<file path="config.mk">
export PLATFORM = sky130hd
export DESIGN_NAME = personal_id_number_validator_flat
export DESIGN_NICKNAME = d
export VERILOG_FILES = /design/src/pinv_pkg.sv /design/src/pinv_if.sv /design/src/personal_id_number_validator.sv /design/src/flat_wrapper.sv
export SDC_FILE = /design/constraint.sdc
export NUM_CORES = 2
export LEC_CHECK = 0
export ABC_CLOCK_PERIOD_IN_PS = 9700
export BUFFER_PORTS_ARGS = -buffer_cell sky130_fd_sc_hd__buf_2
export CAP_MARGIN = 10
export CORE_UTILIZATION = 50
export DETAILED_ROUTE_END_ITERATION = 10
export GPL_ROUTABILITY_DRIVEN = 0
export MAX_ROUTING_LAYER = met4
export PLACE_DENSITY = 0.66
export REMOVE_ABC_BUFFERS = 1
export SETUP_SLACK_MARGIN = 0.02
export SYNTH_ARGS = -nofsm -noshare
export SYNTH_HDL_FRONTEND = slang
export SYNTH_SLANG_ARGS = --single-unit
export TNS_END_PERCENT = 30
</file>
<file path="constraint.sdc">
create_clock -name i_clk -period 9.7 [get_ports i_clk]
set_input_delay 0 -clock i_clk [delete_from_list [all_inputs] [get_ports i_clk]]
set_output_delay 0 -clock i_clk [all_outputs]
set_load 0.005 [all_outputs]
</file>
<file path="src/pinv_pkg.sv">
package pinv_pkg;

    // Input width and BCD layout: the full value has up to 14 decimal digits,
    // the ID itself is the low 13.
    localparam int ID_W      = 44;
    localparam int ID_DIGITS = 13;
    localparam int BCD_NIB   = ID_DIGITS + 1;
    localparam int BCD_W     = BCD_NIB * 4;

    // Binary-to-BCD conversion: bits shifted in per pipeline stage.
    localparam int DAB_BITS   = 4;
    localparam int DAB_STAGES = ID_W / DAB_BITS;

    // Result field widths
    localparam int STATUS_W = 3;
    localparam int DAY_W    = 7;
    localparam int MONTH_W  = 7;
    localparam int YEAR_W   = 12;
    localparam int YDIG_W   = 10;
    localparam int REGION_W = 7;
    localparam int SERIAL_W = 10;
    localparam int CHECK_W  = 4;
    localparam int SUM_W    = 9;

    // Status codes
    localparam logic [STATUS_W-1:0] ST_OK    = 3'd0;
    localparam logic [STATUS_W-1:0] ST_COUNT = 3'd1;
    localparam logic [STATUS_W-1:0] ST_YEAR  = 3'd2;
    localparam logic [STATUS_W-1:0] ST_MONTH = 3'd3;
    localparam logic [STATUS_W-1:0] ST_DAY   = 3'd4;
    localparam logic [STATUS_W-1:0] ST_CHECK = 3'd5;

    // Year window and mapping
    localparam logic [YDIG_W-1:0] YEAR_NEW_MAX = 10'd17;
    localparam logic [YDIG_W-1:0] YEAR_OLD_MIN = 10'd927;
    localparam logic [YDIG_W-1:0] YEAR_OLD_MAX = 10'd999;
    localparam logic [YEAR_W-1:0] CENT_OLD     = 12'd1000;
    localparam logic [YEAR_W-1:0] CENT_NEW     = 12'd2000;

    localparam logic [MONTH_W-1:0]  MONTH_MAX  = 7'd12;
    localparam logic [SERIAL_W-1:0] MALE_MAX   = 10'd499;

    // Mod-11 by reciprocal: q = (s * RECIP11) >> RECIP_SH, exact for s < 512
    localparam int              MOD_BASE = 11;
    localparam int              RECIP_SH = 16;
    localparam int              PROD_W   = 22;
    localparam logic [13:0]     RECIP11  = 14'd5958;

    // Check digit weights for digits d0..d11
    localparam logic [2:0] WEIGHTS [ID_DIGITS-1] = '{
        3'd7, 3'd6, 3'd5, 3'd4, 3'd3, 3'd2,
        3'd7, 3'd6, 3'd5, 3'd4, 3'd3, 3'd2
    };

    typedef struct packed {
        logic [STATUS_W-1:0] status;
        logic [DAY_W-1:0]    birth_day;
        logic [MONTH_W-1:0]  birth_month;
        logic [YEAR_W-1:0]   birth_year;
        logic [REGION_W-1:0] region_code;
        logic [SERIAL_W-1:0] serial_code;
        logic                is_female;
        logic [CHECK_W-1:0]  check_digit;
    } t_pinv_res;

    // Month length, February fixed at 28; only its value for a valid month is used.
    function automatic logic [4:0] month_len(input logic [3:0] month);
        logic [4:0] len;
        case (month)
            4'd2:    len = 5'd28;
            4'd4:    len = 5'd30;
            4'd6:    len = 5'd30;
            4'd9:    len = 5'd30;
            4'd11:   len = 5'd30;
            default: len = 5'd31;
        endcase
        return len;
    endfunction

endpackage

</file>
<file path="src/pinv_if.sv">
interface pinv_in_if;
    import pinv_pkg::*;

    logic            valid;
    logic            ready;
    logic [ID_W-1:0] id_number;

    modport source (output valid, output id_number, input ready);
    modport sink   (input valid, input id_number, output ready);
endinterface

interface pinv_out_if;
    import pinv_pkg::*;

    logic                valid;
    logic                ready;
    logic [STATUS_W-1:0] status;
    logic [DAY_W-1:0]    birth_day;
    logic [MONTH_W-1:0]  birth_month;
    logic [YEAR_W-1:0]   birth_year;
    logic [REGION_W-1:0] region_code;
    logic [SERIAL_W-1:0] serial_code;
    logic                is_female;
    logic [CHECK_W-1:0]  check_digit;

    modport source (
        output valid, input ready,
        output status, output birth_day, output birth_month, output birth_year,
        output region_code, output serial_code, output is_female, output check_digit
    );
    modport sink (
        input valid, output ready,
        input status, input birth_day, input birth_month, input birth_year,
        input region_code, input serial_code, input is_female, input check_digit
    );
endinterface

</file>
<file path="src/personal_id_number_validator.sv">
// Personal ID number validator (JMBG, mod-11 check digit). Each input beat
// carries a 44-bit binary ID; each produces exactly one output beat with a
// status (0 ok, 1 digit count, 2 year, 3 month, 4 day, 5 check digit; the
// first failing check wins) and the decoded fields, which are always taken
// from the low thirteen decimal digits, also on error. Throughput is one
// beat per clock while the output is not stalled. There are fourteen
// register stages: one capture stage, eleven binary-to-BCD stages (double
// dabble, four bits per stage), one stage for field decode, range checks
// and the weighted digit sum, and one for the mod-11 reduction and final
// status, whose register drives the output. Every stage has its own valid
// bit and moves whenever the stage after it is empty or moving, so a stall
// on the output only backs up as far as needed and bubbles are squeezed
// out. Reset is synchronous, active low, and clears the valid bits only.
// There are no configuration registers and no state carried between IDs.
module personal_id_number_validator (
    input  logic        i_clk,
    input  logic        i_rst_n,
    pinv_in_if.sink     i_in,
    pinv_out_if.source  o_out
);
    import pinv_pkg::*;

    // One double-dabble step per shifted bit, DAB_BITS steps per stage.
    function automatic logic [BCD_W-1:0] dab_bits(input logic [BCD_W-1:0] bcd_in,
                                                   input logic [DAB_BITS-1:0] bits);
        logic [BCD_W-1:0] acc;
        acc = bcd_in;
        for (int b = DAB_BITS - 1; b >= 0; b--) begin
            for (int n = 0; n < BCD_NIB; n++) begin
                if (acc[n*4 +: 4] >= 4'd5) begin
                    acc[n*4 +: 4] = acc[n*4 +: 4] + 4'd3;
                end
            end
            acc = {acc[BCD_W-2:0], bits[b]};
        end
        return acc;
    endfunction

    function automatic logic [6:0] dec2(input logic [3:0] hi, input logic [3:0] lo);
        return 7'(hi) * 7'd10 + 7'(lo);
    endfunction

    function automatic logic [9:0] dec3(input logic [3:0] d2, input logic [3:0] d1,
                                        input logic [3:0] d0);
        return 10'(d2) * 10'd100 + 10'(d1) * 10'd10 + 10'(d0);
    endfunction

    // ---------------------------------------------------------------
    // Stage handshake: stage k loads when it is empty or the next loads.
    // w_en[0] is the capture stage, w_en[DAB_STAGES+1] the decode stage.
    // ---------------------------------------------------------------
    logic [DAB_STAGES+1:0] w_en;
    logic                  w_out_en;

    logic                  r_vld [DAB_STAGES+1];
    logic [BCD_W-1:0]      r_bcd [DAB_STAGES+1];
    logic [ID_W-1:0]       r_bin [DAB_STAGES+1];

    logic                  r_f_vld;
    t_pinv_res             r_f_res;
    logic [SUM_W-1:0]      r_f_sum;

    logic                  r_o_vld;
    t_pinv_res             r_o_res;

    assign w_out_en              = !r_o_vld || o_out.ready;
    assign w_en[DAB_STAGES+1]    = !r_f_vld || w_out_en;

    for (genvar g = 0; g <= DAB_STAGES; g++) begin : g_en
        assign w_en[g] = !r_vld[g] || w_en[g+1];
    end

    assign i_in.ready = w_en[0];

    // Capture stage
    always_ff @(posedge i_clk) begin
        if (!i_rst_n) begin
            r_vld[0] <= 1'b0;
        end else if (w_en[0]) begin
            r_vld[0] <= i_in.valid;
        end
        if (w_en[0]) begin
            r_bcd[0] <= '0;
            r_bin[0] <= i_in.id_number;
        end
    end

    // Binary-to-BCD stages, MSBs first
    for (genvar g = 1; g <= DAB_STAGES; g++) begin : g_dab
        logic [BCD_W-1:0] n_bcd;
        logic [ID_W-1:0]  n_bin;

        assign n_bcd = dab_bits(r_bcd[g-1], r_bin[g-1][ID_W-1 -: DAB_BITS]);
        assign n_bin = {r_bin[g-1][ID_W-DAB_BITS-1:0], {DAB_BITS{1'b0}}};

        always_ff @(posedge i_clk) begin
            if (!i_rst_n) begin
                r_vld[g] <= 1'b0;
            end else if (w_en[g]) begin
                r_vld[g] <= r_vld[g-1];
            end
            if (w_en[g]) begin
                r_bcd[g] <= n_bcd;
                r_bin[g] <= n_bin;
            end
        end
    end

    // ---------------------------------------------------------------
    // Decode stage: fields, range checks in priority order, digit sum
    // ---------------------------------------------------------------
    logic [3:0]          dig [ID_DIGITS];
    logic [3:0]          dig_top;
    logic [YDIG_W-1:0]   year_dig;
    logic [4:0]          mlen;
    t_pinv_res           n_f_res;
    logic [SUM_W-1:0]    n_f_sum;

    always_comb begin
        // d0 is the most significant of the thirteen ID digits
        for (int k = 0; k < ID_DIGITS; k++) begin
            dig[k] = r_bcd[DAB_STAGES][(ID_DIGITS-1-k)*4 +: 4];
        end
        dig_top = r_bcd[DAB_STAGES][ID_DIGITS*4 +: 4];

        year_dig = dec3(dig[4], dig[5], dig[6]);

        n_f_res.birth_day   = dec2(dig[0], dig[1]);
        n_f_res.birth_month = dec2(dig[2], dig[3]);
        n_f_res.birth_year  = (year_dig >= YEAR_OLD_MIN) ? CENT_OLD + YEAR_W'(year_dig)
                                                        : CENT_NEW + YEAR_W'(year_dig);
        n_f_res.region_code = dec2(dig[7], dig[8]);
        n_f_res.serial_code = dec3(dig[9], dig[10], dig[11]);
        n_f_res.is_female   = n_f_res.serial_code > MALE_MAX;
        n_f_res.check_digit = dig[ID_DIGITS-1];

        mlen = month_len(n_f_res.birth_month[3:0]);

        // 12 or 13 digits: nothing above d0, and d0/d1 not both zero
        if (dig_top != 4'd0 || (dig[0] == 4'd0 && dig[1] == 4'd0)) begin
            n_f_res.status = ST_COUNT;
        end else if (!(year_dig <= YEAR_NEW_MAX ||
                       (year_dig >= YEAR_OLD_MIN && year_dig <= YEAR_OLD_MAX))) begin
            n_f_res.status = ST_YEAR;
        end else if (n_f_res.birth_month == '0 || n_f_res.birth_month > MONTH_MAX) begin
            n_f_res.status = ST_MONTH;
        end else if (n_f_res.birth_day == '0 || n_f_res.birth_day > DAY_W'(mlen)) begin
            n_f_res.status = ST_DAY;
        end else begin
            n_f_res.status = ST_OK;   // check digit resolved next stage
        end

        n_f_sum = '0;
        for (int k = 0; k < ID_DIGITS - 1; k++) begin
            n_f_sum = n_f_sum + SUM_W'(WEIGHTS[k]) * SUM_W'(dig[k]);
        end
    end

    always_ff @(posedge i_clk) begin
        if (!i_rst_n) begin
            r_f_vld <= 1'b0;
        end else if (w_en[DAB_STAGES+1]) begin
            r_f_vld <= r_vld[DAB_STAGES];
        end
        if (w_en[DAB_STAGES+1]) begin
            r_f_res <= n_f_res;
            r_f_sum <= n_f_sum;
        end
    end

    // ---------------------------------------------------------------
    // Check stage: s mod 11 by reciprocal, k = 11 - r (r = 0 gives 0)
    // ---------------------------------------------------------------
    logic [PROD_W-1:0]  prod;
    logic [5:0]         quot;
    logic [SUM_W-1:0]   rem_full;
    logic [3:0]         rem;
    logic [3:0]         k_calc;
    logic               chk_bad;
    t_pinv_res          n_o_res;

    always_comb begin
        prod     = PROD_W'(r_f_sum) * PROD_W'(RECIP11);
        quot     = 6'(prod >> RECIP_SH);
        rem_full = r_f_sum - SUM_W'(quot) * SUM_W'(MOD_BASE);
        rem      = rem_full[3:0];
        k_calc   = (rem == 4'd0) ? 4'd0 : 4'(MOD_BASE) - rem;
        // k of 10 has no digit; r = 1 is exactly that case
        chk_bad  = (rem == 4'd1) || (k_calc != r_f_res.check_digit);

        n_o_res = r_f_res;
        if (r_f_res.status == ST_OK && chk_bad) begin
            n_o_res.status = ST_CHECK;
        end
    end

    always_ff @(posedge i_clk) begin
        if (!i_rst_n) begin
            r_o_vld <= 1'b0;
        end else if (w_out_en) begin
            r_o_vld <= r_f_vld;
        end
        if (w_out_en) begin
            r_o_res <= n_o_res;
        end
    end

    assign o_out.valid       = r_o_vld;
    assign o_out.status      = r_o_res.status;
    assign o_out.birth_day   = r_o_res.birth_day;
    assign o_out.birth_month = r_o_res.birth_month;
    assign o_out.birth_year  = r_o_res.birth_year;
    assign o_out.region_code = r_o_res.region_code;
    assign o_out.serial_code = r_o_res.serial_code;
    assign o_out.is_female   = r_o_res.is_female;
    assign o_out.check_digit = r_o_res.check_digit;

endmodule

</file>
<file path="src/flat_wrapper.sv">
// flat-port wrapper written by rule: the top's interface ports become plain ports
module personal_id_number_validator_flat import pinv_pkg::*;
  (i_clk, i_rst_n, i_in_valid, i_in_id_number, i_in_ready, o_out_valid, o_out_ready, o_out_status, o_out_birth_day, o_out_birth_month, o_out_birth_year, o_out_region_code, o_out_serial_code, o_out_is_female, o_out_check_digit);
  pinv_in_if i_in_i ();
  pinv_out_if o_out_i ();
  input  logic i_clk;
  input  logic i_rst_n;
  input wire logic [$bits(i_in_i.valid)-1:0] i_in_valid;
  input wire logic [$bits(i_in_i.id_number)-1:0] i_in_id_number;
  output wire logic [$bits(i_in_i.ready)-1:0] i_in_ready;
  output wire logic [$bits(o_out_i.valid)-1:0] o_out_valid;
  input wire logic [$bits(o_out_i.ready)-1:0] o_out_ready;
  output wire logic [$bits(o_out_i.status)-1:0] o_out_status;
  output wire logic [$bits(o_out_i.birth_day)-1:0] o_out_birth_day;
  output wire logic [$bits(o_out_i.birth_month)-1:0] o_out_birth_month;
  output wire logic [$bits(o_out_i.birth_year)-1:0] o_out_birth_year;
  output wire logic [$bits(o_out_i.region_code)-1:0] o_out_region_code;
  output wire logic [$bits(o_out_i.serial_code)-1:0] o_out_serial_code;
  output wire logic [$bits(o_out_i.is_female)-1:0] o_out_is_female;
  output wire logic [$bits(o_out_i.check_digit)-1:0] o_out_check_digit;
  assign i_in_i.valid = i_in_valid;
  assign i_in_i.id_number = i_in_id_number;
  assign i_in_ready = i_in_i.ready;
  assign o_out_valid = o_out_i.valid;
  assign o_out_i.ready = o_out_ready;
  assign o_out_status = o_out_i.status;
  assign o_out_birth_day = o_out_i.birth_day;
  assign o_out_birth_month = o_out_i.birth_month;
  assign o_out_birth_year = o_out_i.birth_year;
  assign o_out_region_code = o_out_i.region_code;
  assign o_out_serial_code = o_out_i.serial_code;
  assign o_out_is_female = o_out_i.is_female;
  assign o_out_check_digit = o_out_i.check_digit;
  personal_id_number_validator u_core (.i_clk(i_clk), .i_rst_n(i_rst_n), .i_in(i_in_i), .o_out(o_out_i));
endmodule
</file>
==> summary by stage <==
Min path
The number of cells on the worst hold path is 2. The tightest min-delay check is of the input pin to register type. The worst hold path begins at i_in_id_number[33].

Status
The run finished with clean final reports.

Worst setup path
Together, buffers and inverters on the worst path number 5. At the worst endpoint, the arrival time is between 7 and 8 ns. In this run the number of cells on the critical path is 26. The startpoint type of the worst setup path is a register. The slowest cell on the critical path is sky130_fd_sc_hd__edfxtp_1. The critical path launch point is u_core.r_f_sum[7].

Counting stages on the worst path, the most repeated cell is sky130_fd_sc_hd__inv_1. The startpoint of the lowest-slack register-to-register path is u_core.r_f_sum[7]. The delay contributed by the slowest stage of the critical path is 0.55 ns. The worst setup path is captured at a register.

On the critical path the largest part of the delay comes from adder cells. At the worst endpoint, the required time is approximately 10 ns. The worst setup path is of the register to register kind. The largest fanout of any net on the critical path is 8. Counting cells, the worst reg-to-reg path comes to 26.

Synth
sky130_fd_sc_hd__edfxtp_1 takes more of the synthesized area than any other cell. The netlist area before placement is roughly 58000 um^2. The xor and xnor area share after synthesis is between 5 and 6%. After synthesis, the largest family of logic cells by area is adder cells. The register area share after synthesis is roughly 38%. By area the synthesized netlist is led by sky130_fd_sc_hd__edfxtp_1, sky130_fd_sc_hd__ha_1, sky130_fd_sc_hd__mux2i_1. Counting flops with a built-in enable in the synthesized netlist gives 729. The count of yosys warnings during synthesis is 0. The complex-gate fraction of the synthesized area is 10.9%. The most used flip-flop cell after synthesis is sky130_fd_sc_hd__edfxtp_1. The average instance area after synthesis is approximately 10 um^2. The area fraction of the dominant cell type after synthesis is a little under two fifths. In this run, distinct cell masters in the synthesized netlist total 63. The multiplexer share of the synthesized area is under 10%. Of the total synthesized cell area, the portion taken by AND, OR, NAND and NOR gates is ~11%. After synthesis, the share of flip-flops with an asynchronous set or reset is 0%. The flip-flop and latch count after synthesis is ~730.

The gate count after technology mapping is about 5700. After Yosys synthesis, full adders, half adders and majority gates account for a little over a fifth of the synthesized area.

Die
The die is 343 um tall. The area of the die is ~120000 um^2. In this run the horizontal extent of the chip is between 300 and 400 um. The floorplan has 124 rows.

During I/O placement, the number of pins put on the boundary was 101. The starting density of the core is roughly 51%. The core box area is between 100000 and 150000 um^2.

Finish
The final core utilization is a little under three fifths. The area added between synthesis and finish is 10.8%. The count of antenna diodes in the layout is 0. The final-stage net count is between 6000 and 7000. The ratio of cells with drive above 1 in the final layout is roughly 7.2%.

Timing
The count of endpoints failing hold in the final timing report is 0. The final max-slew violation count is 0. The worst-case hold slack is 0.0350 ns.

Setup repair after global routing left no endpoint under its margin. The max-slew headroom at the worst pin is a little under a third. The number of setup violations in the final report is 0. The maximum clock frequency is 135 MHz. For the final database, setup skew stands at roughly 0.05 ns. The final critical delay including setup and external delays is between 7 and 8 ns.

The final total negative setup slack is 0 ns. After layout, the worst path uses around three quarters of the clock period. The slew at the pin closest to its max-slew limit is between 1 and 1.5 ns.

Routing
The first TritonRoute pass finished after 5 iterations. The via-per-instance ratio is 5.16. The sum of routed wire length over all layers is 96.6 mm. The average wire per standard cell is between 10 and 15 um. The count of nets left with antenna violations after detail routing is 0. In the routed design, unresolved DRC markers number 0.

The iteration-0 DRC count of the detailed router is about 1400. The detailed-route via count is 38800.

GRT
The via count of the first global-routing pass is approximately 38000. The first global-routing pass estimated about 160 mm of wire. The total global-route track usage is 17.0%. The largest net degree at the start of global routing is around 60. The number of antenna violations at the first check in global routing came to 0. The total congestion overflow is 0.

Clock tree
The clock reaches the later pin of the worst-skew pair after 0.69 ns. The clock net in this run drives a total of ~730 sinks. The clock transition at the registers of the reported paths is 0.06 ns. The CTS tree is done.

The post-CTS resize count is 0. The number of buffers between clock root and the deepest sink is 3. The clock root buffer is sky130_fd_sc_hd__clkbuf_16.

The H-tree was split into 3 levels. The clock buffer count from CTS is 86.

Place
The final HPWL from detailed placement is around 74 mm. Buffers placed on the I/O ports in this run total 100.

Run
The reported max-cap violation count is 0.
-- synthesized netlist by cell type (5+ instances only) --
cell / number
sky130_fd_sc_hd__edfxtp_1: 729
sky130_fd_sc_hd__a21boi_0: 24
sky130_fd_sc_hd__fa_1: 108
sky130_fd_sc_hd__nand2b_1: 161
sky130_fd_sc_hd__inv_1: 760
sky130_fd_sc_hd__nand4_1: 6
sky130_fd_sc_hd__a21oi_1: 487
sky130_fd_sc_hd__and2_1: 6
sky130_fd_sc_hd__mux2_2: 153
sky130_fd_sc_hd__o211ai_1: 18
sky130_fd_sc_hd__xor2_1: 25
sky130_fd_sc_hd__a21o_1: 46
sky130_fd_sc_hd__o21bai_1: 21
sky130_fd_sc_hd__a211o_1: 26
sky130_fd_sc_hd__a211oi_1: 6
sky130_fd_sc_hd__nand3b_1: 44
sky130_fd_sc_hd__o22ai_1: 6
sky130_fd_sc_hd__o21a_1: 79
sky130_fd_sc_hd__or2_2: 11
sky130_fd_sc_hd__nor3_1: 40
sky130_fd_sc_hd__o21ai_0: 359
sky130_fd_sc_hd__xnor2_1: 347
sky130_fd_sc_hd__mux2i_1: 309
sky130_fd_sc_hd__o22a_1: 6
sky130_fd_sc_hd__nor2b_1: 184
sky130_fd_sc_hd__clkbuf_1: 5
sky130_fd_sc_hd__a21boi_1: 5
sky130_fd_sc_hd__ha_1: 798
sky130_fd_sc_hd__and3_1: 45
sky130_fd_sc_hd__o21ai_1: 7
sky130_fd_sc_hd__nand3_1: 42
sky130_fd_sc_hd__nor3b_1: 127
sky130_fd_sc_hd__nor2_1: 387
sky130_fd_sc_hd__nand2_1: 226
-- placed cells by master (no fill, tap or decap), drive strengths merged, types with 108 or more instances in the layout --
master / n
mux2i: 309
ha: 798
nor3b: 127
nor2: 387
nand2b: 161
inv: 766
xnor2: 350
a21oi: 487
buf: 112
fa: 108
nand2: 226
o21ai: 366
nor2b: 184
mux2: 153
edfxtp: 729
-- stage by stage --
stage               cells  area, um^2  setup WS, ns
detailed placement   7267       60600          2.27
CTS                  7515       64400          2.25
global placement     7267       60600          2.41
finish               7515       64400          2.29
floorplan            5643       58100          2.76
global route         7515       64400          1.67
-- final cells by class --
| class | count | area [um^2] |
|---|---|---|
| Timing Repair Buffer | 202 | 1490 |
| Fill cell | 9761 | 50400 |
| Clock buffer | 102 | 2230 |
| Clock inverter | 56 | 667 |
| Tap cell | 1512 | 1890 |
| Inverter | 760 | 2850 |
| Multi-Input combinational cell | 4151 | 33300 |
| Sequential cell | 732 | 22000 |
-- kinds of logic (layout without fill, tap and decap cells) --
group,count (synthesis),after routing
xor gates and xnor gates,377,377
DFF,732,732
adders and majority gates,906,906
AOI/OAI and AO/OA,1115,1115
muxes,462,462
and+or+nand+nor,1291,1291
buffers and inverters,767,1120
-- final timing paths --
path,slack [ns],endpoint
worst max register to register,2.29,u_core.o_out.status[2]
worst min register to register,0.40,u_core.o_out.birth_year[5]
worst min-delay path,0.04,u_core.r_bin[0][33]
worst max-delay path,2.29,u_core.o_out.status[2]
-- routing by layer --
layer | global-route usage, % | vias to the layer above | share of wire (%) | wire length [um]
met5 | - | - | 0 | 0
met4 | 5.41 | 0 | 2.8 | 2660
met3 | 2.08 | 163 | 2.5 | 2420
met2 | 31.8 | 334 | 52 | 50200
met1 | 18.4 | 18100 | 43 | 41300
li1 | - | 20200 | - | -
-- registers in the layout (all words and copies together), names as in the netlist --
register and flops:
u_core.o_out.is_female 1, u_core.r_f_sum 9, u_core.o_out.serial_code 10, u_core.n_o_res 48
u_core.o_out.birth_year 12, u_core.r_f_res 3, u_core.o_out.valid 1, u_core.o_out.region_code 7
u_core.o_out.birth_month 7, u_core.o_out.check_digit 4, u_core.o_out.status 3, u_core.r_f_vld 1
u_core.o_out.birth_day 7, u_core.r_vld 12, u_core.r_bin 264, u_core.r_bcd 343
-- what timing repair did --
action / CTS / global route
endpoints found under the hold margin: 66 / 0
hold buffers: 90 / 0
endpoints found under the setup margin: 0 / 0
setup buffers: 0 / 0
Power is left out: the tool's default activity adds up to more than one toggle a clock period on the data nets, which glitch-free logic cannot reach.
